## src/rtl/core/crf_pkg.sv

```systemverilog
// ----------------------------------------------------------------------------
// crf_pkg
// Shared sizes, codes and controller/datapath signal groups of the closable
// ring FIFO.
// ----------------------------------------------------------------------------
package crf_pkg;

  localparam int unsigned DEPTH    = 16;
  localparam int unsigned DATA_W   = 32;
  localparam int unsigned ADDR_W   = $clog2(DEPTH);
  localparam int unsigned PTR_W    = ADDR_W + 1;
  localparam int unsigned CNT_W    = 5;
  localparam int unsigned KIND_W   = 3;
  localparam int unsigned STATUS_W = 3;
  localparam int unsigned CAPL_W   = 3;
  localparam int unsigned MAXC_W   = 5;

  localparam logic [CAPL_W-1:0] CAPL_RESET = CAPL_W'(4);

  typedef enum logic [KIND_W-1:0] {
    KIND_PUSH  = 3'd0,
    KIND_POP   = 3'd1,
    KIND_BATCH = 3'd2,
    KIND_CLOSE = 3'd3,
    KIND_RESET = 3'd4
  } kind_e;

  typedef enum logic [STATUS_W-1:0] {
    ST_OK     = 3'd0,
    ST_FULL   = 3'd1,
    ST_EMPTY  = 3'd2,
    ST_CLOSED = 3'd3,
    ST_BUSY   = 3'd4
  } status_e;

  // Commands from the controller to the datapath.
  typedef struct packed {
    logic    push;
    logic    pop;
    logic    close;
    logic    clear;
    logic    ld_imm;
    status_e imm_status;
    logic    ld_word;
    logic    word_last;
  } crf_cmd_t;

  // Status from the datapath to the controller.
  typedef struct packed {
    logic [CNT_W-1:0] fill;
    logic             full;
    logic             closed;
  } crf_stat_t;

endpackage

```

## src/rtl/core/crf_datapath.sv

```systemverilog
// ----------------------------------------------------------------------------
// crf_datapath
// Ring store, head/tail pointers, close mark, capacity register and the
// result register.
// ----------------------------------------------------------------------------
module crf_datapath (
  input  logic                          clk_i,
  input  logic                          rst_ni,
  input  crf_pkg::crf_cmd_t             cmd_i,
  output crf_pkg::crf_stat_t            stat_o,
  input  logic [crf_pkg::DATA_W-1:0]    data_i,
  input  logic                          cfg_we_i,
  input  logic [crf_pkg::CAPL_W-1:0]    cfg_data_i,
  output logic [crf_pkg::STATUS_W-1:0]  status_o,
  output logic [crf_pkg::DATA_W-1:0]    data_res_o,
  output logic                          has_data_o,
  output logic                          last_o,
  output logic [crf_pkg::CNT_W-1:0]     count_o,
  output logic                          closed_o,
  output logic                          drained_o
);
  import crf_pkg::*;

  logic [DATA_W-1:0]   mem_q [DEPTH];
  logic [DATA_W-1:0]   rdata_q;
  logic [PTR_W-1:0]    head_q, head_d, tail_q, tail_d;
  logic                closed_q, closed_d;
  logic [CAPL_W-1:0]   capl_q, capl_d;
  logic [CAPL_W-1:0]   capl_sat;
  logic [CNT_W-1:0]    cap;
  logic [ADDR_W-1:0]   addr_mask, head_addr, tail_addr;
  logic [CNT_W-1:0]    fill_q, fill_d;

  logic [STATUS_W-1:0] status_q;
  logic [DATA_W-1:0]   data_res_q;
  logic                has_data_q, last_q, closed_out_q, drained_q;
  logic [CNT_W-1:0]    count_q;

  // Capacity in use saturates at the built depth.
  assign capl_sat  = (capl_q > CAPL_W'(ADDR_W)) ? CAPL_W'(ADDR_W) : capl_q;
  assign cap       = CNT_W'(1) << capl_sat;
  assign addr_mask = ADDR_W'(cap - CNT_W'(1));
  assign head_addr = head_q[ADDR_W-1:0] & addr_mask;
  assign tail_addr = tail_q[ADDR_W-1:0] & addr_mask;
  assign fill_q    = CNT_W'(tail_q - head_q);

  assign stat_o.fill   = fill_q;
  assign stat_o.full   = (fill_q >= cap);
  assign stat_o.closed = closed_q;

  always_comb begin
    head_d   = head_q;
    tail_d   = tail_q;
    closed_d = closed_q;
    capl_d   = capl_q;
    if (cfg_we_i) begin
      capl_d   = cfg_data_i;
      head_d   = '0;
      tail_d   = '0;
      closed_d = 1'b0;
    end else begin
      if (cmd_i.clear) begin
        head_d   = '0;
        tail_d   = '0;
        closed_d = 1'b0;
      end
      if (cmd_i.push) tail_d = tail_q + PTR_W'(1);
      if (cmd_i.pop)  head_d = head_q + PTR_W'(1);
      if (cmd_i.close) closed_d = 1'b1;
    end
  end

  assign fill_d = CNT_W'(tail_d - head_d);

  always_ff @(posedge clk_i or negedge rst_ni) begin
    if (!rst_ni) begin
      head_q   <= '0;
      tail_q   <= '0;
      closed_q <= 1'b0;
      capl_q   <= CAPL_RESET;
    end else begin
      head_q   <= head_d;
      tail_q   <= tail_d;
      closed_q <= closed_d;
      capl_q   <= capl_d;
    end
  end

  // Ring store: one write port at the tail, one registered read at the head.
  always_ff @(posedge clk_i) begin
    if (cmd_i.push) mem_q[tail_addr] <= data_i;
    if (cmd_i.pop)  rdata_q <= mem_q[head_addr];
  end

  // Result register; count and flags reflect the state after this result.
  always_ff @(posedge clk_i) begin
    if (cmd_i.ld_imm) begin
      status_q     <= cmd_i.imm_status;
      data_res_q   <= '0;
      has_data_q   <= 1'b0;
      last_q       <= 1'b1;
      count_q      <= fill_d;
      closed_out_q <= closed_d;
      drained_q    <= closed_d && (fill_d == '0);
    end else if (cmd_i.ld_word) begin
      status_q     <= ST_OK;
      data_res_q   <= rdata_q;
      has_data_q   <= 1'b1;
      last_q       <= cmd_i.word_last;
      count_q      <= fill_d;
      closed_out_q <= closed_d;
      drained_q    <= closed_d && (fill_d == '0);
    end
  end

  assign status_o   = status_q;
  assign data_res_o = data_res_q;
  assign has_data_o = has_data_q;
  assign last_o     = last_q;
  assign count_o    = count_q;
  assign closed_o   = closed_out_q;
  assign drained_o  = drained_q;

endmodule

```

## src/rtl/core/crf_ctrl.sv

```systemverilog
// ----------------------------------------------------------------------------
// crf_ctrl
// Item sequencer: decodes the kind, issues datapath commands and walks batch
// pops one word at a time.
// ----------------------------------------------------------------------------
module crf_ctrl (
  input  logic                        clk_i,
  input  logic                        rst_ni,
  input  logic                        in_valid_i,
  output logic                        in_ready_o,
  input  logic [crf_pkg::KIND_W-1:0]  kind_i,
  input  logic [crf_pkg::MAXC_W-1:0]  max_count_i,
  output logic                        out_valid_o,
  input  logic                        out_ready_i,
  input  crf_pkg::crf_stat_t          stat_i,
  output crf_pkg::crf_cmd_t           cmd_o
);
  import crf_pkg::*;

  typedef enum logic [1:0] {
    S_IDLE,
    S_READ,
    S_OUT
  } state_e;

  state_e           state_q, state_d;
  logic [CNT_W-1:0] remain_q, remain_d;
  logic [CNT_W-1:0] batch_n;
  status_e          empty_status;

  assign empty_status = stat_i.closed ? ST_CLOSED : ST_EMPTY;
  assign batch_n = (CNT_W'(max_count_i) < stat_i.fill) ? CNT_W'(max_count_i) : stat_i.fill;

  always_comb begin
    cmd_o    = '0;
    cmd_o.imm_status = ST_OK;
    state_d  = state_q;
    remain_d = remain_q;
    unique case (state_q)
      S_IDLE: begin
        if (in_valid_i) begin
          state_d = S_OUT;
          unique case (kind_i)
            KIND_PUSH: begin
              cmd_o.ld_imm = 1'b1;
              if (stat_i.closed) begin
                cmd_o.imm_status = ST_CLOSED;
              end else if (stat_i.full) begin
                cmd_o.imm_status = ST_FULL;
              end else begin
                cmd_o.push = 1'b1;
              end
            end
            KIND_POP: begin
              if (stat_i.fill == '0) begin
                cmd_o.ld_imm     = 1'b1;
                cmd_o.imm_status = empty_status;
              end else begin
                cmd_o.pop = 1'b1;
                remain_d  = '0;
                state_d   = S_READ;
              end
            end
            KIND_BATCH: begin
              if (max_count_i == '0) begin
                cmd_o.ld_imm = 1'b1;
              end else if (stat_i.fill == '0) begin
                cmd_o.ld_imm     = 1'b1;
                cmd_o.imm_status = empty_status;
              end else begin
                cmd_o.pop = 1'b1;
                remain_d  = batch_n - CNT_W'(1);
                state_d   = S_READ;
              end
            end
            KIND_CLOSE: begin
              cmd_o.close  = 1'b1;
              cmd_o.ld_imm = 1'b1;
            end
            KIND_RESET: begin
              cmd_o.ld_imm = 1'b1;
              if (stat_i.fill != '0) begin
                cmd_o.imm_status = ST_BUSY;
              end else begin
                cmd_o.clear = 1'b1;
              end
            end
            default: begin
              // drop unknown kinds without a result
              state_d = S_IDLE;
            end
          endcase
        end
      end
      S_READ: begin
        cmd_o.ld_word   = 1'b1;
        cmd_o.word_last = (remain_q == '0);
        state_d         = S_OUT;
      end
      S_OUT: begin
        if (out_ready_i) begin
          if (remain_q != '0) begin
            cmd_o.pop = 1'b1;
            remain_d  = remain_q - CNT_W'(1);
            state_d   = S_READ;
          end else begin
            state_d = S_IDLE;
          end
        end
      end
      default: state_d = S_IDLE;
    endcase
  end

  always_ff @(posedge clk_i or negedge rst_ni) begin
    if (!rst_ni) begin
      state_q  <= S_IDLE;
      remain_q <= '0;
    end else begin
      state_q  <= state_d;
      remain_q <= remain_d;
    end
  end

  assign in_ready_o  = (state_q == S_IDLE);
  assign out_valid_o = (state_q == S_OUT);

endmodule

```

## src/rtl/core/closable_ring_fifo_unit.sv

```systemverilog
// ----------------------------------------------------------------------------
// closable_ring_fifo_unit
// Ring FIFO of words with a close mark, driven by command items (push, pop,
// batch pop, close, reset) and answering with one or more result items.
// ----------------------------------------------------------------------------
//
// Channel   Direction  Handshake              Payload
// -------   ---------  ---------------------  -------------------------------
// in        input      in_valid_i/in_ready_o  kind_i, data_i, max_count_i
// out       output     out_valid_o/out_ready_i status_o, data_res_o, has_data_o,
//                                             last_o, count_o, closed_o, drained_o
// cfg       input      cfg_we_i (no wait)     cfg_data_i (capacity_log2)
//
// Push, close, reset and refused or empty pops load the registered result
// straight from idle; each popped word passes a registered read of the ring
// store, then a load of the result register, and a batch walks its words
// one at a time. One item is in flight at a time; in_ready_o is high while idle.
// Reset clears pointers, close mark and sequencer and sets capacity_log2 to 4;
// the ring store needs no clearing pass. A stalled result holds the sequencer
// until out_ready_i; a capacity write empties the FIFO.
//
module closable_ring_fifo_unit (
  input  logic                          clk_i,
  input  logic                          rst_ni,
  input  logic                          in_valid_i,
  output logic                          in_ready_o,
  input  logic [crf_pkg::KIND_W-1:0]    kind_i,
  input  logic [crf_pkg::DATA_W-1:0]    data_i,
  input  logic [crf_pkg::MAXC_W-1:0]    max_count_i,
  output logic                          out_valid_o,
  input  logic                          out_ready_i,
  output logic [crf_pkg::STATUS_W-1:0]  status_o,
  output logic [crf_pkg::DATA_W-1:0]    data_res_o,
  output logic                          has_data_o,
  output logic                          last_o,
  output logic [crf_pkg::CNT_W-1:0]     count_o,
  output logic                          closed_o,
  output logic                          drained_o,
  input  logic                          cfg_we_i,
  input  logic [crf_pkg::CAPL_W-1:0]    cfg_data_i
);
  import crf_pkg::*;

  crf_cmd_t  cmd;
  crf_stat_t stat;

  // Sequence items and batch runs.
  crf_ctrl u_ctrl (
    .clk_i       (clk_i),
    .rst_ni      (rst_ni),
    .in_valid_i  (in_valid_i),
    .in_ready_o  (in_ready_o),
    .kind_i      (kind_i),
    .max_count_i (max_count_i),
    .out_valid_o (out_valid_o),
    .out_ready_i (out_ready_i),
    .stat_i      (stat),
    .cmd_o       (cmd)
  );

  // Hold the ring, pointers and result register.
  crf_datapath u_datapath (
    .clk_i      (clk_i),
    .rst_ni     (rst_ni),
    .cmd_i      (cmd),
    .stat_o     (stat),
    .data_i     (data_i),
    .cfg_we_i   (cfg_we_i),
    .cfg_data_i (cfg_data_i),
    .status_o   (status_o),
    .data_res_o (data_res_o),
    .has_data_o (has_data_o),
    .last_o     (last_o),
    .count_o    (count_o),
    .closed_o   (closed_o),
    .drained_o  (drained_o)
  );

  // Never take an item while a result is pending.
  a_one_in_flight: assert property (@(posedge clk_i) disable iff (!rst_ni)
    !(in_ready_o && out_valid_o))
    else $error("input accepted while a result is pending");

  // Fill level never exceeds the built depth.
  a_count_bound: assert property (@(posedge clk_i) disable iff (!rst_ni)
    out_valid_o |-> (count_o <= CNT_W'(DEPTH)))
    else $error("result count exceeds depth");

  // A word is only returned with status ok.
  a_word_ok: assert property (@(posedge clk_i) disable iff (!rst_ni)
    (out_valid_o && has_data_o) |-> (status_o == ST_OK))
    else $error("word returned with a failing status");

  // A result that is not the last one is followed by another word.
  a_batch_more: assert property (@(posedge clk_i) disable iff (!rst_ni)
    (out_valid_o && out_ready_i && !last_o) |=> !in_ready_o)
    else $error("batch run ended without a last mark");

endmodule
```

## config.mk

```make
export PLATFORM = sky130hd
export DESIGN_NAME = closable_ring_fifo_unit
export DESIGN_NICKNAME = d
export VERILOG_FILES = /design/src/rtl/core/crf_pkg.sv /design/src/rtl/core/crf_datapath.sv /design/src/rtl/core/crf_ctrl.sv /design/src/rtl/core/closable_ring_fifo_unit.sv
export SDC_FILE = /design/constraint.sdc
export NUM_CORES = 1
export LEC_CHECK = 0
export BUFFER_PORTS_ARGS = -buffer_cell sky130_fd_sc_hd__buf_2
export CORE_MARGIN = 2
export CORE_UTILIZATION = 35
export DETAILED_ROUTE_END_ITERATION = 8
export GPL_TIMING_DRIVEN = 0
export PLACE_DENSITY = 0.59
export REMOVE_ABC_BUFFERS = 1
export SYNTH_ARGS = -nofsm -noshare
export SYNTH_HDL_FRONTEND = slang
export SYNTH_HIERARCHICAL = 1
export SYNTH_SLANG_ARGS = --single-unit
```

## constraint.sdc

```tcl
create_clock -name clk_i -period 4.98 [get_ports clk_i]
set_input_delay 1.245 -clock clk_i [delete_from_list [all_inputs] [get_ports clk_i]]
set_output_delay 1.245 -clock clk_i [all_outputs]
set_load 0.005 [all_outputs]
```

==> metrics.csv, run 1 <==
metric,value,unit
cp_max_fo,5,
cts_buffers,61,
pwr_density_cell,466,nW/um^2
htree_num_levels,2,
rsz0062_at_grt,no,
fin_setup_tns,0,ns
maxCapViolCount,0,
cts_tree,built,
status,"complete, no violations",
post_drt_wl_per_cell,21.2,microns
via_count,14800,
grtUsageTotal,16.2,%
fillers,6426,
slew_headroom,14.9,%
drcViolationCount,0,
area_growth,17.6,%
finalMaxSlewViolations,0,
cts-root-buf,clkbuf_16,
ys_seq_elements,609,
seqCellArea,17800,sq um
finalNetCount,1950,
ctsHoldBuffers,0,
cp.required,5.44,ns
max_freq,0.211,GHz
drt_iter0_markers,1262,
synthCells,1775,
start_util,35.4,%
yosysSeqAreaShare,71.9,%
vias_per_cell,5.17,
place_area,27000,sq um
max-vdd-ir-drop,0.333,mV
worst_setup_path_end_kind,register,
num_rows,97,
placedCellCount,2742,
avgSynthCellArea,14.0,sq um
min_period,4.73,ns
setup-violations-final,0,
final_cell_mix,"554 x edfxtp_1, 274 x nand2_1, 144 x a21oi_1",
synth-edff-count,554,
io_pins,94,
io_buffer_count,93,
synth_area,24800,sq um
gp_congestion,0.794,
grt_start_max_net_pins,68,
period_share,95.0,%
clock-skew-final,0.0365,ns
final_layout_size_suffix_gt1_share,18.4,%
finalInstanceArea,29200,sq um
grt_pass1_vias,14500,
worst_pin_slew,1.26,ns
synth-async-reset-ratio,3.45,%
overflow,0,
cts_sinks,609,
final_common_cell,edfxtp_1,
clkLatencyLatePin,0.65,ns
critPathKind,register to register,
finalHoldViolCount,0,
clkTransAtPathRegs,0.07,ns
leakagePower,10.1,nW
die_h,270,microns
detail-route-antenna-nets,0,
layoutNonFillerInstCount,2869,
hp-class,register to register,
antenna_found_initial,5,
die_area,73100,sq um
first_pass_iters,5,
grt_pass1_wl,90000,microns
synth_cell_types,58,
clockBufferDepth,3,
wirelength,60800,microns
post-dp-hpwl,34100,microns
synth_ff_type,edfxtp_1,
multi_input_area,6500,sq um
cp.arrival,5.20,ns
startpoint_type,register,
die_x,270,microns
yosys_warnings,6,
core_region_area,70100,sq um
## registers in the layout, indices dropped and copies added, names as in the netlist, 2 cells and up
register and cells:
u_datapath/mem_q 512, u_datapath/data_res_o 32, u_datapath/rdata_q 32, u_ctrl/remain_q 5, u_datapath/count_o 5, u_datapath/head_q 5, u_datapath/tail_q 5, u_datapath/capl_q 3
u_datapath/status_o 3, u_ctrl/state_q 2
## kinds of logic (layout without fill, tap and decap cells)
| kind of cell | after synthesis | after routing | share of synthesized area, % |
|---|---|---|---|
| XOR/XNOR | 17 | 17 | 0.655 |
| buffers and inverters | 136 | 288 | 2.81 |
| flip-flops | 609 | 609 | 71.9 |
| AND/OR/NAND/NOR | 467 | 467 | 7.97 |
| adder cells (fa/ha/maj) | 24 | 24 | 1.27 |
| multiplexers | 171 | 171 | 7.23 |
| AO/OA/AOI/OAI | 351 | 351 | 8.21 |
| other | 0 | 2 | 0 |
## critical path: stages, from the launching register on
cell     delay, ns
dfrtp_2       0.44
inv_2         0.10
ha_1          0.15
inv_1         0.06
fa_2          0.58
ha_1          0.24
a21o_1        0.16
a21o_1        0.17
a21o_1        0.17
a21o_1        0.22
nor3_4        0.16
buf_4         0.16
mux2i_1       0.06
or2_2         0.32
ha_1          0.20
inv_1         0.07
fa_1          0.44
or4b_2        0.64
nor3_1        0.19
## per-layer routing
metal	GRT usage, %	vias to the layer above	wire length (microns)
li1	-	6822	-
met1	22.7	7458	27300
met2	26.0	429	28700
met3	2.65	109	3360
met4	4.93	6	1400
met5	0	-	45
## layout make-up
cell class,count,area share [%]
sequential,609,61.1
multi-input combinational,1030,22.3
clock buffer,80,5.65
timing repair buffer,149,5.33
tap,940,4.03
clock inverter,32,1.19
inverter,26,0.377
timing repair inverter,1,0.0300
antenna,2,0.0171
## what timing repair did
item | in CTS | in global routing
buffers inserted | 7 | 5
setup endpoints to repair | 518 | 2
resized for setup | 5 | 11
pin swaps | 2 | 1
cloned | 0 | 1
## report_power, final
group	switching, mW	total (mW)	internal, mW	leakage [nW]
combinational	1.71	2.96	1.25	3.58
sequential	0.150	6.09	5.94	5.55
clock	1.90	4.54	2.64	0.974
## synth_stat cells (all sizes together) (2+ instances only)
cell type  number  share of area (%)
edfxtp        554                 67
nand2         275                4.2
a21oi         147                3.0
mux2i         104                4.2
o21ai          80                1.6
nor2           77                1.2
buf            76                1.9
nand3          70                1.4
mux2           67                3.0
a31oi          65                1.6
clkbuf         34               0.51
dfxtp          34                2.7
a211oi         33                1.0
inv            26               0.39
ha             22                1.1
dfrtp          20                2.0
a21o           10               0.30
nand2b          9               0.23
nor3            9               0.23
xnor2           9               0.32
xor2            7               0.25
a22oi           5               0.15
or2             5               0.13
and2            4               0.10
or3             4               0.12
nand3b          3              0.091
nand4           3              0.076
fa              2               0.16
nor2b           2              0.050
## through the flow
stage	hold WS [ns]	utilization (%)	setup WS [ns]	total power, mW
2_1_floorplan	0.457	-	-3.85	8.10
3_3_place_gp	0.439	36.9	-16.07	9.28
3_5_place_dp	0.454	38.5	-1.46	9.05
4_1_cts	0.471	41.5	0.0652	13.7
5_1_grt	0.488	41.6	0.0449	14.2
6_report	0.469	41.6	0.247	13.6
## final timing paths
kind                       slack (ns)               endpoint                   from  cells past startpoint
min reg2reg                      0.47  u_datapath/has_data_o  u_datapath/has_data_o                      2
min in group asynchronous        0.60   u_datapath/head_q[4]                 rst_ni                      1
max                              0.25   u_datapath/drained_o   u_datapath/tail_q[0]                     18
min                              0.47  u_datapath/has_data_o  u_datapath/has_data_o                      2
max reg2reg                      0.25   u_datapath/drained_o   u_datapath/tail_q[0]                     18
max in group asynchronous        3.95   u_datapath/head_q[0]                 rst_ni                      1
(Power assumes the default switching activity.)
==> run 2, diff against run 1 <==
--- a/config.mk
+++ b/config.mk
@@ -14,5 +14,4 @@
 export REMOVE_ABC_BUFFERS = 1
 export SYNTH_ARGS = -nofsm -noshare
 export SYNTH_HDL_FRONTEND = slang
-export SYNTH_HIERARCHICAL = 1
 export SYNTH_SLANG_ARGS = --single-unit
==> metrics.csv, run 2 <==
metric,value,unit,change
p_seq_share,45.0,%,was 44.8%
cp.required,5.36,ns,was 5.44 ns
fin_ws,0.272,ns,was 0.247 ns
synth_xor_area_share,0.438,%,was 0.655%
rsz0062_at_grt,no,,unchanged
grt_pass1_vias,12800,,was 14500
startpoint_type,register,,unchanged
wirelength,56500,microns,was 60800 microns
overflow,0,,unchanged
startpoint,u_datapath.tail_q[0],,was u_datapath/tail_q[0]
yosys_warnings,0,,was 6
synth-async-reset-ratio,3.45,%,unchanged
largest_reg_flops,512,,unchanged
min_path_cells,2,,unchanged
cp_slowest_stage_delay,0.44,ns,was 0.64 ns
synth_ff_type,edfxtp_1,,unchanged
min_period,4.71,ns,was 4.73 ns
cts_tree,built,,unchanged
yosys.area_share.simple,5.52,%,was 7.97%
clockPowerShare,35.1,%,was 33.4%
drcViolationCount,0,,unchanged
status,"complete, no violations",,unchanged
die_h,266,microns,was 270 microns
p_comb_share,19.9,%,was 21.8%
synth_fa_ha_area_share,1.23,%,was 1.27%
finalHoldViolCount,0,,unchanged
synth-edff-count,554,,unchanged
final_cell_mix,"554 x edfxtp_1, 151 x nand2_1, 128 x mux4_2",,"was 554 x edfxtp_1, 274 x nand2_1, 144 x a21oi_1"
cp_num_buf_inv,6,,was 4
die_area,70600,sq um,was 73100 sq um
min_to,u_datapath.data_res_o[3],,was u_datapath/has_data_o
worst_setup_path_end_kind,register,,unchanged
cts_sinks,609,,unchanged
cp_max_fo,19,,was 5
swShare,25.9,%,was 27.7%
synth_top_cell_by_area,edfxtp_1,,unchanged
max-vdd-ir-drop,0.310,mV,was 0.333 mV
maxCapViolCount,0,,unchanged
io_pins,94,,unchanged
finalMaxSlewViolations,0,,unchanged
grt_start_max_net_pins,53,,was 68
rrSetupSlack,0.27,ns,was 0.25 ns
leakagePower,9.58,nW,was 10.1 nW
largest_register,u_datapath.mem_q,,was u_datapath/mem_q
grt_pass1_wl,83200,microns,was 90000 microns
pwr_density_cell,468,nW/um^2,was 466 nW/um^2
via_count,12500,,was 14800
synthMuxAreaShare,12.5,%,was 7.23%
drt_iter0_markers,1117,,was 1262
synth_cell_types,68,,was 58
finalNetCount,1517,,was 1950
htree_num_levels,2,,unchanged
synth_compound_area_share,4.28,%,was 8.21%
setup-violations-final,0,,unchanged
final_common_cell,edfxtp_1,,unchanged
avgSynthCellArea,18.3,sq um,was 14.0 sq um
gp_congestion,0.814,,was 0.794
worst_pin_slew,0.988,ns,was 1.26 ns
clkLatencyLatePin,0.64,ns,was 0.65 ns
yosysMostFrequentCell,edfxtp_1,,unchanged
slew_headroom,33.7,%,was 14.9%
reg2reg_depth,22,,was 18
clock-skew-final,0.0288,ns,was 0.0365 ns
cpMaxStageDelayCell,dfrtp_2,,was or4b_2
cts_buffers,58,,was 61
final_layout_size_suffix_gt1_share,28.3,%,was 18.4%
io_buffer_count,93,,unchanged
hp-class,register to register,,unchanged
period_share,94.5,%,was 95.0%
detail-route-antenna-nets,0,,unchanged
num_rows,95,,was 97
post_drt_wl_per_cell,23.8,microns,was 21.2 microns
switchingPower,3.46,mW,was 3.77 mW
post-dp-hpwl,32600,microns,was 34100 microns
r2r-start,u_datapath.tail_q[0],,was u_datapath/tail_q[0]
core_region_area,67500,sq um,was 70100 sq um
max_freq,0.212,GHz,was 0.211 GHz
start_util,35.5,%,was 35.4%
synth_area,24000,sq um,was 24800 sq um
p_int,9.91,mW,was 9.83 mW
synth_common_cells,"554 x edfxtp_1, 154 x nand2_1, 128 x mux4_2, 47 x a21oi_1, 44 x clkbuf_1",,"was 554 x edfxtp_1, 275 x nand2_1, 144 x a21oi_1, 104 x mux2i_1, 76 x nor2_1"
grtUsageTotal,16.0,%,was 16.2%
r2r-end,u_datapath.drained_o,,was u_datapath/drained_o
synth_area_leaders,"edfxtp_1 69%, mux4_2 12%, dfxtp_1 2.8%, nand2_1 2.4%, dfrtp_1 2.1%",,"was edfxtp_1 67%, mux2i_1 4.2%, nand2_1 4.2%, mux2_2 3.0%, a21oi_1 2.9%"
yosysSeqAreaShare,74.4,%,was 71.9%
synth_top_family_by_area,multiplexers,,was compound AO/OA/AOI/OAI gates
path_delay_family,simple AND/OR/NAND/NOR gates,,was adder cells
cts-root-buf,clkbuf_16,,unchanged
synthCells,1311,,was 1775
yosysTopAreaCellShare,69.4,%,was 67.0%
die_x,266,microns,was 270 microns
fin_setup_tns,0,ns,unchanged
crit_chain,"inv_2, ha_1, inv_1, fa_2, xor2_2, buf_4, nor3b_4, a21boi_4, a21oi_4, nor2_4, buf_12, clkinv_16, xnor2_1, nor2_1, ha_1, inv_1, fa_1, a21o_1, a21oi_1, or3b_4, a21oi_2, and4b_1",,"was inv_2, ha_1, inv_1, fa_2, ha_1, a21o_1, a21o_1, a21o_1, a21o_1, nor3_4, buf_4, mux2i_1, or2_2, ha_1, inv_1, fa_1, or4b_2, nor3_1"
preCtsSetupSlack,-0.965,ns,was -1.46 ns
ctsHoldBuffers,0,,unchanged
clockBufferDepth,3,,unchanged
ys_seq_elements,609,,unchanged
cp.arrival,5.09,ns,was 5.20 ns
first_pass_iters,5,,unchanged
clkTransAtPathRegs,0.06,ns,was 0.07 ns
area_growth,19.1,%,was 17.6%
critPathKind,register to register,,unchanged
vias_per_cell,5.27,,was 5.17
hp-start,u_datapath.data_res_o[3],,was u_datapath/has_data_o
antenna_found_initial,6,,was 5
[run 2: cell types whose count changed after synthesis, moves of 41 or more]
cell | before | now
o21ai_0 | 74 | 13
mux2i_1 | 104 | 7
nor2_1 | 76 | 35
mux4_2 | 0 | 128
mux2_2 | 67 | 3
a21oi_1 | 144 | 47
nand3_1 | 70 | 6
nand2_1 | 275 | 154
[run 2: how the worst max path moves through the flow]
stage                             endpoint  slack [ns]  depth (start not counted)
finish                u_datapath.drained_o        0.27                         22
global route          u_datapath.drained_o        0.03                         22
CTS                   u_datapath.drained_o      0.0007                         21
detailed placement    u_datapath.drained_o       -0.96                         16
global placement     u_datapath.rdata_q[3]      -15.25                          5
floorplan           u_datapath.rdata_q[26]       -6.16                          5
[run 2: stage by stage]
stage	std cells	instance area, sq um	util, %	hold slack (ns)	total power [mW]
final	2373	28600	42.3	0.451	13.4
after global routing	2373	28600	42.3	0.475	14.0
after CTS	2361	28400	42.0	0.456	13.4
after detailed placement	2250	26200	38.9	0.446	8.61
after global placement	2209	25200	37.4	0.440	8.73
after floorplan	1243	23700	-	0.453	8.07
[run 2: worst min-delay path, cell delays in order (launching register included)]
cell	delay, ns
dfxtp_1	0.31
nand2_1	0.05
a21oi_1	0.05
[run 2: repair_timing]
item,4_1_cts,5_1_grt
hold endpoints to repair,0,0
resized for setup,10,18
cloned,0,1
setup buffers,2,10
endpoints found under the setup margin,18,36
pin swaps,4,5
[run 2: area by class of cell]
class | count | area, sq um
antenna | 1 | 2.50
clock buffer | 74 | 1580
clock inverter | 35 | 467
fill | 5941 | 39000
inverter | 23 | 113
multi-input combinational | 611 | 6030
sequential | 609 | 17800
tap | 873 | 1090
timing repair buffer | 146 | 1410
timing repair inverter | 1 | 11.3
[run 2: cell families (layout without fill, tap and decap cells)]
logic type	count (synthesis)	count (layout)
AO/OA/AOI/OAI	156	156
XOR/XNOR	12	12
adder cells (fa/ha/maj)	23	23
buffers and inverters	91	279
flip-flops	609	609
multiplexers	139	139
other	0	1
AND/OR/NAND/NOR	281	281
[run 2: routing by layer]
| metal | vias to the layer above | global-route usage (%) | share of wire, % |
|---|---|---|---|
| met5 | - | 0 | 0.090 |
| met4 | 8 | 4.24 | 1.9 |
| met3 | 78 | 2.68 | 5.2 |
| met2 | 320 | 24.4 | 46 |
| met1 | 6635 | 23.7 | 47 |
| li1 | 5475 | - | - |
[run 2: power groups by stage]
stage | Combinational [mW] | Sequential [mW] | Clock [mW]
2_1_floorplan | 1.97 | 6.10 | 0
5_1_grt | 2.93 | 6.04 | 4.99
3_3_place_gp | 2.63 | 6.11 | 0
6_report | 2.66 | 6.01 | 4.70
4_1_cts | 2.54 | 6.01 | 4.80
3_5_place_dp | 2.49 | 6.12 | 0
